===== src/meu_pkg.sv =====
// Shared types and constants for the multiturn encoder unwrap block.
package meu_pkg;

	localparam int ANGLE_W = 13;
	localparam int RATE_W  = 14;
	localparam int TURNS_W = 32;
	localparam int POS_W   = 46;
	localparam int ANG_W   = 51;

	localparam int WIN_LEN = 8;
	localparam int PTR_W   = $clog2(WIN_LEN);
	localparam int SUM_W   = RATE_W + PTR_W;

	localparam logic signed [RATE_W-1:0] WRAP_LOW    = -14'sd6500;
	localparam logic signed [RATE_W-1:0] WRAP_HIGH   = 14'sd6500;
	localparam logic signed [RATE_W-1:0] COUNTS_TURN = 14'sd8192;
	localparam logic signed [6:0]        ANGLE_SCALE = 7'sd45;

	localparam int IN_TDATA_W  = 16;
	localparam int OUT_TDATA_W = 160;

	// Unwrap results for one reading.
	typedef struct packed {
		logic signed [ANG_W-1:0]   angle_fixed;
		logic signed [POS_W-1:0]   absolute_position;
		logic signed [TURNS_W-1:0] turn_count;
		logic signed [RATE_W-1:0]  raw_rate;
	} meu_unw_t;

	// Full result word; first member sits in the highest bits.
	typedef struct packed {
		logic signed [ANG_W-1:0]   angle_fixed;
		logic signed [POS_W-1:0]   absolute_position;
		logic signed [TURNS_W-1:0] turn_count;
		logic signed [RATE_W-1:0]  filtered_rate;
		logic signed [RATE_W-1:0]  raw_rate;
	} meu_res_t;

endpackage


===== src/meu_unwrap.sv =====
// Turn unwrap: rate, turn count, absolute position and angle, with its state.
module meu_unwrap
	import meu_pkg::*;
(
	input  logic               clk,
	input  logic               arst_n,
	input  logic               en,
	input  logic [ANGLE_W-1:0] reading,
	input  logic [ANGLE_W-1:0] offset,
	output meu_unw_t           unw
);

	logic [ANGLE_W-1:0]         prev_q;
	logic signed [TURNS_W-1:0]  turns_q;
	logic signed [RATE_W-1:0]   diff;
	logic signed [RATE_W-1:0]   rate;
	logic signed [TURNS_W-1:0]  turns_next;
	logic signed [RATE_W-1:0]   rel;
	logic signed [TURNS_W+6:0]  turns_scaled;
	logic signed [20:0]         rel_scaled;

	assign diff = signed'({1'b0, reading}) - signed'({1'b0, prev_q});
	assign rel  = signed'({1'b0, reading}) - signed'({1'b0, offset});

	always_comb begin
		if (diff < WRAP_LOW) begin
			rate       = diff + COUNTS_TURN;
			turns_next = turns_q + 32'sd1;
		end else if (diff > WRAP_HIGH) begin
			rate       = diff - COUNTS_TURN;
			turns_next = turns_q - 32'sd1;
		end else begin
			rate       = diff;
			turns_next = turns_q;
		end
	end

	// 45*(reading - offset + turns*8192), split into the turn and in-turn parts
	assign turns_scaled = {{7{turns_next[TURNS_W-1]}}, turns_next}
		* (TURNS_W+7)'(ANGLE_SCALE);
	assign rel_scaled   = {{7{rel[RATE_W-1]}}, rel} * 21'(ANGLE_SCALE);

	always_comb begin
		unw.raw_rate          = rate;
		unw.turn_count        = turns_next;
		// reading is below one turn, so the sum is a plain concatenation
		unw.absolute_position = signed'({turns_next[TURNS_W-1], turns_next, reading});
		unw.angle_fixed       = signed'({turns_scaled[ANG_W-ANGLE_W-1:0], {ANGLE_W{1'b0}}})
			+ ANG_W'(rel_scaled);
	end

	always_ff @(posedge clk or negedge arst_n) begin
		if (!arst_n) begin
			prev_q  <= '0;
			turns_q <= '0;
		end else if (en) begin
			prev_q  <= reading;
			turns_q <= turns_next;
		end
	end

endmodule


===== src/meu_window.sv =====
// Moving average of the rate over a circular window with a running sum.
module meu_window
	import meu_pkg::*;
(
	input  logic                     clk,
	input  logic                     arst_n,
	input  logic                     en,
	input  logic signed [RATE_W-1:0] rate,
	output logic signed [RATE_W-1:0] avg
);

	logic signed [RATE_W-1:0] win_q [WIN_LEN];
	logic [PTR_W-1:0]         ptr_q;
	logic signed [SUM_W-1:0]  sum_q;
	logic signed [SUM_W-1:0]  sum_next;

	// drop the oldest entry, add the new one
	assign sum_next = sum_q - SUM_W'(win_q[ptr_q]) + SUM_W'(rate);
	// signed divide by a power of two truncates toward zero
	assign avg = RATE_W'(sum_next / WIN_LEN);

	always_ff @(posedge clk or negedge arst_n) begin
		if (!arst_n) begin
			for (int i = 0; i < WIN_LEN; i++) begin
				win_q[i] <= '0;
			end
			ptr_q <= '0;
			sum_q <= '0;
		end else if (en) begin
			win_q[ptr_q] <= rate;
			sum_q        <= sum_next;
			if (ptr_q == PTR_W'(WIN_LEN - 1)) begin
				ptr_q <= '0;
			end else begin
				ptr_q <= ptr_q + 1'b1;
			end
		end
	end

endmodule


===== src/multiturn_encoder_unwrap_core.sv =====
// Top level of the multiturn encoder unwrap with moving-average rate.
// A word accepted into the input register moves on to the result register, which drives m_tvalid.
// One word per cycle unless stalled: input register, one logic pass, result register.
// Back-pressure on the output stalls the input register through s_tready.
// Reset clears turns, previous reading, window, offset and both valid flags.
module multiturn_encoder_unwrap_core
	import meu_pkg::*;
(
	input  logic                   clk,
	input  logic                   arst_n,
	input  logic                   s_tvalid,
	output logic                   s_tready,
	input  logic [IN_TDATA_W-1:0]  s_tdata,  // [12:0] raw_angle
	output logic                   m_tvalid,
	input  logic                   m_tready,
	// [13:0] raw_rate, [27:14] filtered_rate, [59:28] turn_count,
	// [105:60] absolute_position, [156:106] angle_fixed
	output logic [OUT_TDATA_W-1:0] m_tdata,
	input  logic                   cfg_we,
	input  logic [ANGLE_W-1:0]     cfg_wdata
);

	logic [ANGLE_W-1:0] offset_q;
	logic               valid_s1;
	logic [ANGLE_W-1:0] angle_s1;
	logic               valid_s2;
	meu_res_t           res_s2;
	logic               adv_s2;
	logic               adv_s1;
	meu_unw_t           unw;
	logic signed [RATE_W-1:0] avg;

	assign adv_s2   = !valid_s2 || m_tready;
	assign adv_s1   = valid_s1 && adv_s2;
	assign s_tready = !valid_s1 || adv_s2;

	always_ff @(posedge clk or negedge arst_n) begin
		if (!arst_n) begin
			offset_q <= '0;
		end else if (cfg_we) begin
			offset_q <= cfg_wdata;
		end
	end

	always_ff @(posedge clk or negedge arst_n) begin
		if (!arst_n) begin
			valid_s1 <= 1'b0;
		end else if (s_tready) begin
			valid_s1 <= s_tvalid;
		end
	end

	always_ff @(posedge clk) begin
		if (s_tready && s_tvalid) begin
			angle_s1 <= s_tdata[ANGLE_W-1:0];
		end
	end

	meu_unwrap u_unwrap (
		.clk     (clk),
		.arst_n  (arst_n),
		.en      (adv_s1),
		.reading (angle_s1),
		.offset  (offset_q),
		.unw     (unw)
	);

	meu_window u_window (
		.clk    (clk),
		.arst_n (arst_n),
		.en     (adv_s1),
		.rate   (unw.raw_rate),
		.avg    (avg)
	);

	always_ff @(posedge clk or negedge arst_n) begin
		if (!arst_n) begin
			valid_s2 <= 1'b0;
		end else if (adv_s2) begin
			valid_s2 <= valid_s1;
		end
	end

	always_ff @(posedge clk) begin
		if (adv_s1) begin
			res_s2.angle_fixed       <= unw.angle_fixed;
			res_s2.absolute_position <= unw.absolute_position;
			res_s2.turn_count        <= unw.turn_count;
			res_s2.filtered_rate     <= avg;
			res_s2.raw_rate          <= unw.raw_rate;
		end
	end

	assign m_tvalid = valid_s2;
	assign m_tdata  = {{(OUT_TDATA_W - $bits(meu_res_t)){1'b0}}, res_s2};

endmodule


===== config.mk =====
export PLATFORM = sky130hd
export DESIGN_NAME = multiturn_encoder_unwrap_core
export DESIGN_NICKNAME = d
export VERILOG_FILES = /design/src/meu_pkg.sv /design/src/meu_unwrap.sv /design/src/meu_window.sv /design/src/multiturn_encoder_unwrap_core.sv
export SDC_FILE = /design/constraint.sdc
export NUM_CORES = 1
export LEC_CHECK = 0
export BUFFER_PORTS_ARGS = -buffer_cell sky130_fd_sc_hd__buf_2
export CELL_PAD_IN_SITES_DETAIL_PLACEMENT = 0
export CELL_PAD_IN_SITES_GLOBAL_PLACEMENT = 1
export CORE_MARGIN = 3
export CORE_UTILIZATION = 45
export DETAILED_ROUTE_END_ITERATION = 6
export PLACE_DENSITY = 0.86
export SLEW_MARGIN = 20
export SYNTH_ARGS = -nofsm -noshare
export SYNTH_HDL_FRONTEND = slang
export SYNTH_HIERARCHICAL = 1
export SYNTH_SLANG_ARGS = --single-unit

===== constraint.sdc =====
create_clock -name clk -period 10 [get_ports clk]
set_input_delay 1.5 -clock clk [delete_from_list [all_inputs] [get_ports clk]]
set_output_delay 1.5 -clock clk [all_outputs]
set_load 0.005 [all_outputs]

==> flow_metrics.tcl <==
set metrics [dict create \
    place_area_um2 30400 \
    r2r_cells 54 \
    cts_tree "built" \
    postSynthCellCount 2532 \
    fp.coreArea_um2 58100 \
    drc 0 \
    start_kind "flip-flop" \
    grt_max_degree 123 \
    finalWorstSetupSlack_ps -292 \
    avgViaCountPerCell 5.27 \
    synth_cell_types 103 \
    synth_top_area_cell "edfxtp_1" \
    die-area_um2 62100 \
    cts_root_buf "clkbuf_16" \
    critical_path_arrival_ps 10630 \
    finalCritPeriodShare 1.03 \
    synth_area_per_cell_um2 10.5 \
    synth_seq_area_share 0.372 \
    drtPass1Iterations 5 \
    postCtsHoldBufs 0 \
    grt_pass1_wl_mm 103 \
    r2r-end "m_tdata[152]" \
    wire_per_inst_um 17.0 \
    path_class "flip-flop to flip-flop" \
    cp-end-kind "flip-flop" \
    dieHeight_um 249 \
    die_w_um 249 \
    yosysTopAreaCellShare 0.192 \
    numPortBuffers 189 \
    drt_iter0_markers 1137 \
    min_period_ps 10290 \
    ys_async_sr_fraction 0.530 \
    overflow 0 \
    h-tree-depth 2 \
    yosys.cell_count.top_type "inv_1" \
    io_pins 196 \
    gp_congestion 0.859 \
    synth_area_um2 26600 \
    vias 20300 \
    final_cell_area_um2 33600 \
    hold_path.class "flip-flop to flip-flop" \
    synth_edf_count 170 \
    finalClockSkew_ps 32.1 \
    clk-insertion-delay-late_ps 600 \
    worst_slew_pin_slew_ps 1090 \
    numClockSinks 362 \
    crit_fanout 4 \
    finalNetCount 3457 \
    layout-drive-gt1-share 0.323 \
    fin_setup_tns_ps -1470 \
    grt_pass1_vias 20600 \
    yosysWarnings 6 \
    slew_headroom 0.277 \
    synth_ff_type "dfrtp_1" \
    cts-buffers-inserted 42 \
    cts_buffer_depth 3 \
    hold_end "u_window/win_q[18]" \
    ant_nets 0 \
    rsz0062_at_grt "yes" \
    timing.fmax_mhz 97.2 \
    slew_viol_final 0 \
    dpl.hpwl_mm 47.0 \
    setup_violations 8 \
    n_antenna_cell 0 \
    hold_viol 0 \
    grt_usage 0.201 \
    syn_to_final_growth_pct 26.4 \
    cp_slowest_cell "fa_1" \
    path_delay_family "compound AO/OA/AOI/OAI gates" \
    min_path_cells 2 \
    clkSlewWorstSetupHoldPaths_ps 60 \
    synth_common_cells "inv_1, ha_1, dfrtp_1, xnor2_1, nand2_1" \
    hp-start "u_window/win_q[18]" \
    outcome "finished, violations left" \
    worst-path-buf-inv 12 \
    yosys_register_bits 362 \
    start_util 0.458 \
    r2r-start "angle_s1[0]" \
    crit_path_frequent_cell "buf_4" \
    maxCapViolations 0 \
    slowest_delay_ps 530 \
    violations "negative setup slack" \
    r2r_slack_ps -290 \
    routed_wl_mm 65.3 \
    std_cell_rows 88 \
    synth_top_cells_by_area "edfxtp_1, dfrtp_1, ha_1, fa_1, xnor2_1" \
    antenna_found_initial 0 \
    required_ps 10330 \
]
==> cells in the final DEF (no fill, tap or decap), types with 10 or more instances in the layout <==
master     count
o21ai_0      148
nand2b_1      24
ha_1         237
buf_4        384
xnor2_1      156
buf_2        188
or2_2         10
o21a_1        24
nand2_1      170
fa_1         105
mux2_4        10
xnor2_2       20
inv_2         13
ha_4          25
edfxtp_1     170
dfrtp_1      191
o21bai_1      12
nand3_1       27
nor3_1        27
nor2_1        79
buf_6         15
mux2i_1       29
nand4_1       20
o22a_1        11
a21oi_1       73
o21ai_2       10
and3_1        17
a22oi_1       12
o21ai_1       10
clkbuf_16     42
a21oi_2       33
inv_1        300
a31oi_1       14
nor2b_1       16
a21o_1        62
mux2_2        99
xor2_1        58
==> sequential cells by signal, indices dropped and copies added, names as in the netlist <==
name	cells
u_unwrap/turns_q	32
angle_s1	13
u_window/win_q	112
u_unwrap/prev_q	13
m_tvalid	1
u_window/ptr_q	3
m_tdata	157
valid_s1	1
offset_q	13
u_window/sum_q	17
==> worst min-delay path: stages (launching register included) <==
cell     delay [ps]
dfrtp_1         340
nand2_1          40
o21ai_0          60
==> layout make-up <==
class	instances	area, µm²
fillers	4858	24500
multi-input cells	1737	16100
flip-flops and latches	362	9910
repair buffers	591	4070
inverters	314	1180
clock buffers	53	1140
well taps	765	957
clock inverters	24	304
==> metal layers <==
metal	global-route usage	share of wire	vias up
li1	-	-	9738
met1	0.261	0.44	10000
met2	0.347	0.49	425
met3	0.0310	0.041	98
met4	0.0560	0.026	0
met5	0	0	-
==> repair_timing <==
item,in CTS,in global routing
setup buffers,55,27
resized for setup,70,152
pin swaps,58,88
setup endpoints to repair,12,21
==> kinds of logic after synthesis <==
| logic type | share of synthesized area |
|---|---|
| AOI/OAI and AO/OA | 0.124 |
| xor gates and xnor gates | 0.0803 |
| adders and majority gates | 0.206 |
| buffers and inverters | 0.0695 |
| DFF | 0.372 |
| muxes | 0.0607 |
| other | 0.000141 |
| and+or+nand+nor | 0.0869 |
==> worst max path at each step <==
stage	end	cells past startpoint	slack (ps)	start
after floorplan	m_tdata[152]	48	2	angle_s1[0]
after global placement	m_tdata[156]	48	-460	angle_s1[0]
after detailed placement	m_tdata[156]	49	-560	angle_s1[0]
after CTS	m_tdata[156]	45	-220	angle_s1[0]
after global routing	m_tdata[156]	54	-790	angle_s1[0]
final	m_tdata[152]	54	-290	angle_s1[0]
==> per-stage QoR <==
step / hold slack, ps / utilization / setup slack, ps / cells
detailed placement: 468 / 0.523 / -562 / 3688
finish: 479 / 0.578 / -292 / 3846
global placement: 456 / 0.523 / -462 / 3688
global route: 498 / 0.578 / -790 / 3846
floorplan: 444 / - / 1.85 / 2534
CTS: 481 / 0.561 / -217 / 3820
Power is left out: the tool's default activity adds up to more than one toggle a clock period on the data nets, which glitch-free logic cannot reach.
